## src/design/tcc_pkg.sv

```systemverilog
// ----------------------------------------------------------------------------
// tcc_pkg
// Shared widths, character codes, register indexes and beat types for the
// text console cursor engine.
// ----------------------------------------------------------------------------
package tcc_pkg;

	localparam int COL_W  = 8;
	localparam int ROW_W  = 7;
	localparam int COLS_W = 9;
	localparam int ROWS_W = 8;
	localparam int CHAR_W = 8;
	localparam int COLOR_W = 32;

	localparam int COL_SPAN = 2 ** COL_W;
	localparam int MAX_COLS = 256;
	localparam int MAX_ROWS = 128;

	// A single character causes at most this many cell writes.
	localparam int MAX_RESULTS = 8;
	localparam int CNT_W = $clog2(MAX_RESULTS + 1);

	localparam int TAB_WIDTH_DEF = 8;

	localparam logic [CHAR_W-1:0] CH_NEWLINE   = 8'h0A;
	localparam logic [CHAR_W-1:0] CH_BACKSPACE = 8'h08;
	localparam logic [CHAR_W-1:0] CH_TAB       = 8'h09;
	localparam logic [CHAR_W-1:0] CH_SPACE     = 8'h20;

	localparam int ADDR_W = 3;
	localparam logic REG_COLUMNS = 1'b0;
	localparam logic REG_ROWS    = 1'b1;

	localparam logic [COLS_W-1:0] COLUMNS_RESET = 9'd80;
	localparam logic [ROWS_W-1:0] ROWS_RESET    = 8'd25;

	typedef struct packed {
		logic [CHAR_W-1:0]  char_code;
		logic [COLOR_W-1:0] fg_color;
		logic [COLOR_W-1:0] bg_color;
	} char_item_t;

	typedef struct packed {
		logic [COL_W-1:0]   cell_col;
		logic [ROW_W-1:0]   cell_row;
		logic [CHAR_W-1:0]  glyph_code;
		logic [COLOR_W-1:0] cell_fg;
		logic [COLOR_W-1:0] cell_bg;
		logic               last;
	} cell_item_t;

endpackage

```

## src/design/text_console_cursor_engine.sv

```systemverilog
// ----------------------------------------------------------------------------
// text_console_cursor_engine
// An accepted character is registered in the input stage (valid_s1, item_s1);
// its cell beats are then registered in the output register when it is free.
// Throughput: one character per cycle while no tab is in progress and the cell
// output is not stalled; a tab writes one space per beat (up to eight), set by the single cell-write port.
// Reset clears the cursor and valids and loads 80 columns by 25 rows.
// ----------------------------------------------------------------------------
module text_console_cursor_engine
	import tcc_pkg::*;
#(
	parameter int TAB_WIDTH = TAB_WIDTH_DEF
) (
	input  logic              clk,
	input  logic              arst_n,

	input  logic              psel,
	input  logic              penable,
	input  logic              pwrite,
	input  logic [ADDR_W-1:0] paddr,
	input  logic [31:0]       pwdata,
	output logic [31:0]       prdata,
	output logic              pready,

	input  logic              char_valid,
	output logic              char_stall,
	input  char_item_t        char_item,

	output logic              cell_valid,
	input  logic              cell_stall,
	output cell_item_t        cell_item
);

	typedef struct packed {
		logic [COL_W-1:0] col;
		logic [ROW_W-1:0] row;
	} cursor_t;

	typedef logic [COL_SPAN-1:0][CNT_W-1:0] spaces_tab_t;

	// Spaces a tab writes from each starting column.
	function automatic spaces_tab_t build_spaces();
		spaces_tab_t t;
		int s;
		for (int i = 0; i < COL_SPAN; i++) begin
			s = TAB_WIDTH - (i % TAB_WIDTH);
			if (s > MAX_RESULTS) s = MAX_RESULTS;
			t[i] = CNT_W'(s);
		end
		return t;
	endfunction

	localparam spaces_tab_t SPACES_TAB = build_spaces();

	function automatic cursor_t wrap_pos(
		input logic [COLS_W-1:0] col,
		input logic [ROWS_W-1:0] row,
		input logic [COLS_W-1:0] ncols,
		input logic [ROWS_W-1:0] nrows
	);
		logic [COLS_W-1:0] c;
		logic [ROWS_W-1:0] r;
		cursor_t p;
		c = col;
		r = row;
		if (c >= ncols) begin
			r = r + ROWS_W'(1);
			c = '0;
		end
		if (r >= nrows) r = '0;
		p.col = c[COL_W-1:0];
		p.row = r[ROW_W-1:0];
		return p;
	endfunction

	logic [COLS_W-1:0] columns_q;
	logic [ROWS_W-1:0] rows_q;
	logic [COLS_W-1:0] eff_cols;
	logic [ROWS_W-1:0] eff_rows;

	cursor_t           cursor_q;
	logic              tab_active_q;
	logic [CNT_W-1:0]  tab_left_q;

	logic              valid_s1;
	char_item_t        item_s1;

	logic              cell_valid_q;
	cell_item_t        cell_item_q;

	logic              is_nl, is_bs, is_tab;
	logic [CNT_W-1:0]  beat_cnt;
	logic              final_beat;
	logic              out_free;
	logic              fire;
	logic              done;
	logic              cfg_write;
	cursor_t           write_pos;
	cursor_t           next_pos;
	cursor_t           bs_pos;
	logic [CHAR_W-1:0] glyph;

	assign pready = 1'b1;
	assign cfg_write = psel && penable && pwrite;
	assign prdata = (paddr[2] == REG_ROWS) ? {{(32 - ROWS_W){1'b0}}, rows_q}
	                                       : {{(32 - COLS_W){1'b0}}, columns_q};

	always_comb begin
		if (columns_q == '0) eff_cols = COLS_W'(1);
		else if (columns_q > COLS_W'(MAX_COLS)) eff_cols = COLS_W'(MAX_COLS);
		else eff_cols = columns_q;
		if (rows_q == '0) eff_rows = ROWS_W'(1);
		else if (rows_q > ROWS_W'(MAX_ROWS)) eff_rows = ROWS_W'(MAX_ROWS);
		else eff_rows = rows_q;
	end

	assign is_nl  = (item_s1.char_code == CH_NEWLINE);
	assign is_bs  = (item_s1.char_code == CH_BACKSPACE);
	assign is_tab = (item_s1.char_code == CH_TAB);

	// The space count of a tab is fixed from the cursor column at its first beat.
	assign beat_cnt   = tab_active_q ? tab_left_q : SPACES_TAB[cursor_q.col];
	assign final_beat = !is_tab || (beat_cnt == CNT_W'(1));
	assign out_free   = !cell_valid_q || !cell_stall;
	assign fire       = valid_s1 && (is_nl || out_free);
	assign done       = fire && final_beat;
	assign char_stall = valid_s1 && !done;

	always_comb begin
		bs_pos = cursor_q;
		if (cursor_q.col == '0) begin
			bs_pos.col = COL_W'(eff_cols - COLS_W'(1));
			if (cursor_q.row == '0) bs_pos.row = ROW_W'(eff_rows - ROWS_W'(1));
			else bs_pos.row = cursor_q.row - ROW_W'(1);
		end else begin
			bs_pos.col = cursor_q.col - COL_W'(1);
		end
	end

	always_comb begin
		write_pos = cursor_q;
		glyph = item_s1.char_code;
		if (is_nl) begin
			next_pos = wrap_pos('0, {1'b0, cursor_q.row} + ROWS_W'(1), eff_cols, eff_rows);
		end else if (is_bs) begin
			write_pos = bs_pos;
			glyph = CH_SPACE;
			next_pos = wrap_pos({1'b0, bs_pos.col}, {1'b0, bs_pos.row}, eff_cols, eff_rows);
		end else begin
			if (is_tab) glyph = CH_SPACE;
			next_pos = wrap_pos({1'b0, cursor_q.col} + COLS_W'(1), {1'b0, cursor_q.row},
			                    eff_cols, eff_rows);
		end
	end

	always_ff @(posedge clk or negedge arst_n) begin
		if (!arst_n) begin
			columns_q    <= COLUMNS_RESET;
			rows_q       <= ROWS_RESET;
			cursor_q     <= '0;
			tab_active_q <= 1'b0;
			tab_left_q   <= '0;
			valid_s1     <= 1'b0;
			cell_valid_q <= 1'b0;
		end else begin
			if (cfg_write) begin
				if (paddr[2] == REG_COLUMNS) columns_q <= pwdata[COLS_W-1:0];
				else rows_q <= pwdata[ROWS_W-1:0];
			end

			if (fire) begin
				cursor_q <= next_pos;
				if (is_tab) begin
					tab_active_q <= !final_beat;
					tab_left_q   <= beat_cnt - CNT_W'(1);
				end
			end

			if (char_valid && !char_stall) valid_s1 <= 1'b1;
			else if (done) valid_s1 <= 1'b0;

			if (out_free) cell_valid_q <= fire && !is_nl;
		end
	end

	always_ff @(posedge clk) begin
		if (char_valid && !char_stall) item_s1 <= char_item;
		if (fire && !is_nl) begin
			cell_item_q.cell_col   <= write_pos.col;
			cell_item_q.cell_row   <= write_pos.row;
			cell_item_q.glyph_code <= glyph;
			cell_item_q.cell_fg    <= item_s1.fg_color;
			cell_item_q.cell_bg    <= item_s1.bg_color;
			cell_item_q.last       <= final_beat;
		end
	end

	assign cell_valid = cell_valid_q;
	assign cell_item  = cell_item_q;

endmodule

```

## config.mk

```make
export PLATFORM = sky130hd
export DESIGN_NAME = text_console_cursor_engine
export DESIGN_NICKNAME = d
export VERILOG_FILES = /design/src/design/tcc_pkg.sv /design/src/design/text_console_cursor_engine.sv
export SDC_FILE = /design/constraint.sdc
export NUM_CORES = 1
export LEC_CHECK = 0
export BUFFER_PORTS_ARGS = -buffer_cell sky130_fd_sc_hd__buf_2
export CAP_MARGIN = 20
export CORE_MARGIN = 2
export CORE_UTILIZATION = 51
export CTS_CLUSTER_SIZE = 10
export DETAILED_ROUTE_END_ITERATION = 10
export HOLD_SLACK_MARGIN = 0.05
export PLACE_DENSITY = 0.76
export SYNTH_ARGS = -nofsm -noshare
export SYNTH_HDL_FRONTEND = slang
export SYNTH_SLANG_ARGS = --single-unit
```

## constraint.sdc

```tcl
create_clock -name clk -period 17.6 [get_ports clk]
set_input_delay 0 -clock clk [delete_from_list [all_inputs] [get_ports clk]]
set_output_delay 0 -clock clk [all_outputs]
set_load 0.05 [all_outputs]
```

Word-level counts from Yosys, hierarchy flattened --
Memories as Yosys holds them, arrays and structs flattened. Index checks and enable logic that the tools add are counted.
Storage, ports and cells: register bits 199, bits in read-only memories 1024, output and inout port bits 123, logic and storage cells 98, memories 1
Cells by class: add/subtract/negate cells 9, $lt $le $gt $ge 9, equality and inequality tests 4, muxes and demuxes 32, bitwise operators 1, reductions and logical operators 25
Memory list:
- (name not given) | depth 256, bits a word 4, rd ports 1, clocked after memory_dff 0, write ports 0, line text_console_cursor_engine.sv:122 | assign beat_cnt = tab_active_q ? tab_left_q : SPACES_TAB[cursor_q.col];
Operators by type and width (number):
- $mux W8 | 16
- $mux W15 | 4
- $mux W7 | 5
- $mux W9 | 3
- $eq A8 B4 Y1 const B | 3
- $ge A8 B8 Y1 | 3
- $add A7 B1 Y8 const B | 2
- $logic_not A8 Y1 | 2
- $sub A8 B1 Y8 const B | 2
- $sub A7 B1 Y7 const B | 2
- $add A8 B1 Y9 const B | 1
- $ge A1 B9 Y1 const A | 1
- $ge A8 B9 Y1 | 1
- $ge A9 B9 Y1 | 1
- $gt A9 B9 Y1 const B | 1
- $logic_not A9 Y1 | 1
- $lt A8 B9 Y1 const B | 1
- $add A8 B1 Y8 const B | 1
- $gt A8 B8 Y1 const B | 1
- $mux W4 | 2
- $logic_and A1 B1 Y1 | 7
- $logic_not A1 Y1 | 7
- $logic_not A7 Y1 | 1
- $reduce_and A2 Y1 | 3
- other kinds (6) | 9

Logic depth before layout (Yosys ltp) --
depth after elaboration 14, mapped depth 24, gate-level depth less buffers 23

Worst setup path before layout --
OpenSTA, ideal clock, no wires.
path type reg2reg, start register cursor_q[7] (netlist name), end register cursor_q[0] (netlist name), arrival 5.971 ns, path slack 11.539 ns, cell stages (with the launch flop) 24, path buffers 0, clock period less this slack 6.061 ns, path through dfrtp_1 inv_1 ha_1 or4b_4 o22ai_2 o311ai_2 or4_4 a2111o_1 mux2i_1 ha_1 nand4_1 or4_1 o32a_1 nand2b_1 nor4_1 xor2_1 ha_1 and2_1 o21ai_0 o21ai_0 o21a_1 o21ai_0 nand3_1 o211ai_1
Between the ends: longest elaborated chain between the ends 10, elaborated cells on any way between the ends 20, those cells by class add/sub (3); order compare (4); mux (12); reduce/logical (1)
RTL lines:
- start, declared | line text_console_cursor_engine.sv:81 | cursor_t cursor_q;
- start signal, assigned | line text_console_cursor_engine.sv:172 | cursor_q <= next_pos;
- $sub A8 B1 Y8 or $logic_not A8 Y1 (tied branches) | line text_console_cursor_engine.sv:136, text_console_cursor_engine.sv:131
- $mux W8 or $mux W7 (tied branches) | line text_console_cursor_engine.sv:131 | if (cursor_q.col == '0) begin
- $ge A8 B9 Y1 or $add A7 B1 Y8 (tied branches) | line text_console_cursor_engine.sv:66, text_console_cursor_engine.sv:67
- $mux W8 | line text_console_cursor_engine.sv:66 | if (c >= ncols) begin
- $mux W8 | line text_console_cursor_engine.sv:145 | end else if (is_bs) begin
- $mux W8 | line text_console_cursor_engine.sv:143 | if (is_nl) begin
- $ge A8 B8 Y1 | line text_console_cursor_engine.sv:70 | if (r >= nrows) r = '0;
- $mux W7 | line text_console_cursor_engine.sv:70
- $mux W15 * | line text_console_cursor_engine.sv:145
- $mux W15 * | line text_console_cursor_engine.sv:143
Mark *: on every way between the ends. The rest lies on a longest branch, timed or not. The select of a mux whose other input is x is not followed. A chain may end at the register's enable or synchronous reset.

Worst setup path in the final report --
Ends and elaborated chain as after synthesis.

==> flow_summary_export.csv <==
group,metric,value,unit
placement,dp_hpwl,14650,µm
timing,fmax,141.9,MHz
finish,area_delta_synth_final,26.65,%
routing,postRouteWirelength,22560,µm
die,pin_count,237,
routing,wire_per_inst,18.30,µm
placement,place_inst,1115,
global_route,antenna_found_initial,0,
logic_synthesis,yosys_warnings,0,
cts,cts_made_buffers,17,
logic_synthesis,yosysTopAreaCell,"edfxtp_1",
critical_path,cp_num_buf_inv,1,
finish,n_antenna_cell,0,
global_route,track_usage,23.17,%
logic_synthesis,async_reset_ff_share,19.60,%
finish,fillers,1347,
global_route,grt_pass1_vias,6704,
pwr,p_leak,5.075,nW
timing,holdWs,235.9,ps
logic_synthesis,synth.distinct_cells,70,
cts,cts-htree-levels,4,
critical_path,cp.required,17940,ps
timing,skew,13.14,ps
logic_synthesis,synth_edf_count,160,
timing,fin_crit,7045,ps
die,rows,49,
logic_synthesis,synth_area_leaders,"edfxtp_1 51%, dfrtp_1 9.0%, ha_1 6.8%",
timing,hold_viol,0,
routing,drcViolationCount,0,
cts,cts_root_buffer,"clkbuf_16",
global_route,grt_max_degree,74,
logic_synthesis,synth.most_common_cell,"edfxtp_1",
timing,rsz0062_at_grt,"false",
run_status,outcome,"finished clean",
placement,place_area,0.01045,mm²
finish,drive_gt1_share,27.99,%
placement,io_buffers,187,
critical_path,cp_slowest_stage_delay,570,ps
critical_path,crit_fanout,9,
critical_path,critPathTopFamily,"simple AND/OR/NAND/NOR gates",
routing,via_per_inst,5.444,
cts,postCtsSetupRepairBufs,0,
timing,fin_crit_sh,40.03,%
critical_path,cp-start-kind,"register",
timing,setup_viol,0,
cts,cts_resized,0,
run,cap_violations,0,
die,die_y,139.9,µm
die,coreArea,0.01802,mm²
finish,stdcell_count,1233,
logic_synthesis,syn_area_per_cell,12.95,µm²
critical_path,crit_chain,"inv_1, ha_1, or4b_4, o22ai_2, o311ai_2, or4_4, a2111o_1, mux2i_1, ha_1, nand4_1, or4_1, o32a_1, nand2b_1, nor4_1, xor2_1, ha_1, and2_1, o21ai_0, o21ai_0, o21a_1, o21ai_0, nand3_1, o211ai_1",
timing,worst_pin_slew,946.8,ps
timing,slew_headroom,36.21,%
placement,place_congestion,0.8837,
hold_path,hp-class,"primary input to register",
cts,cts.path.max_buffers,2,
critical_path,crit_slowest_cell,"o21ai_0",
die,die_x,139.9,µm
cts,cts_sinks,199,
critical_path,worstPathArrival,7390,ps
cts,clk_pin_slew,80,ps
logic_synthesis,ys.flop_type,"edfxtp_1",
die,dieArea,0.01957,mm²
critical_path,startpoint,"cursor_q[7]",
global_route,grt_overflow,0,
routing,antenna_left,0,
logic_synthesis,syn_inst,727,
logic_synthesis,syn-cell-area,0.009417,mm²
routing,first_pass_iters,5,
finish,nets,1156,
logic_synthesis,yosysTopAreaCellShare,51.02,%
pwr,power_density,146.9,mW/mm²
cts,cts_tree,"yes",
die,initial_core_util,52.24,%
critical_path,end_kind,"register",
global_route,grt_pass1_wl,35270,µm
cts,clock_latency,440,ps
pwr,ir_drop,148.7,µV
hold_path,worstHoldStart,"pwrite",
critical_path,crit_type,"register to register",
logic_synthesis,ys_ff_latch,199,
routing,drt_iter0_markers,505,
logic_synthesis,seq_area_frac_synth,61.45,%
routing,dr_total_vias,6713,
logic_synthesis,ys_top_cells_by_count,"160 x edfxtp_1, 76 x nand2_1, 51 x ha_1",
finish,finish.instance_area,0.01193,mm²
timing,slew_violations,0,
timing,fin_setup_tns,0,ps
critical_path,r2r_start,"cursor_q[7]",
[cell type report]
type	instances	area (µm²)	area share, %
sequential	199	5787	48.52
multi-input combinational	475	3329	27.92
timing repair buffer	278	1844	15.46
clock buffer	18	429.2	3.598
tap	229	286.5	2.402
clock inverter	14	172.7	1.448
inverter	20	77.57	0.6504
[stage by stage]
| stage | total power [mW] | util [%] | setup WS, ps |
|---|---|---|---|
| final | 1.752 | 66.17 | 10550 |
| after global routing | 1.862 | 66.17 | 10070 |
| after CTS | 1.741 | 66.00 | 10620 |
| after detailed placement | 1.332 | 58.00 | 10680 |
| after global placement | 1.313 | 58.00 | 10780 |
| after floorplan | 1.180 | - | 11540 |
[cells in the final DEF, fill, tap and decap left out, types with 6 or more instances in the layout]
cell type      instances
buf_2                187
edfxtp_1             160
dlygate4sd3_1         85
nand2_1               76
ha_1                  51
nor2_1                39
dfrtp_1               34
mux2_2                29
o21ai_0               28
conb_1                24
a21oi_1               22
nand3_1               19
xor2_1                19
inv_1                 18
clkbuf_16             17
nor3_1                12
xnor2_1               11
and3_1                10
a21o_1                 9
a31oi_1                8
nand2b_1               8
nand4_1                8
o31ai_1                7
a211oi_1               7
mux2i_1                6
nor3b_1                6
[worst paths after layout]
| check | to | slack [ps] | cells after the start |
|---|---|---|---|
| max in group asynchronous | rows_q[3] | 16600 | 4 |
| worst min register to register | cell_item[2] | 420 | 0 |
| min in group asynchronous | rows_q[6] | 490 | 3 |
| worst min-delay path | rows_q[5] | 240 | 3 |
| worst max-delay path | cursor_q[0] | 10550 | 23 |
| worst max register to register | cursor_q[0] | 10550 | 23 |
[repair_timing]
item                                   4_1_cts  5_1_grt
hold buffers                                84        1
setup endpoints to repair                    0        0
endpoints found under the hold margin      125        4
[power breakdown]
group	leakage, nW	total [mW]	internal [mW]	switching, mW
logic	2.75	0.723	0.271	0.452
registers	2.04	0.630	0.575	0.0554
clock network	0.291	0.398	0.205	0.193
total	5.07	1.75	1.05	0.700
[worst min-delay path, stage by stage]
cell	delay [ps]
buf_2	100
nand4_1	310
mux2_2	230
[state kept, by name, indices dropped and copies added, names as in the netlist]
register and cells:
columns_q 9, cursor_q 15, cell_valid 1, item_s1 72, tab_active_q 1, valid_s1 1
rows_q 8, cell_item 88, tab_left_q 4
[cells by family (layout without fill, tap and decap cells)]
kind of cell	after synthesis	after routing	share of synthesized area (%)
DFF	199	199	61.45
xor gates and xnor gates	31	31	2.963
and+or+nand+nor	214	214	11.75
other	2	24	0.07975
buffers and inverters	75	330	4.145
muxes	35	35	4.106
AOI/OAI and AO/OA	120	120	8.730
adders and majority gates	51	51	6.776
[layer usage]
metal	global-route usage, %	up-vias	share of wire, %
li1	-	3184	-
met1	28.52	3251	40
met2	41.03	233	53
met3	3.648	45	4.6
met4	9.053	0	2.7
met5	0	-	0
No activity file was read; power rests on OpenSTA's default activity.
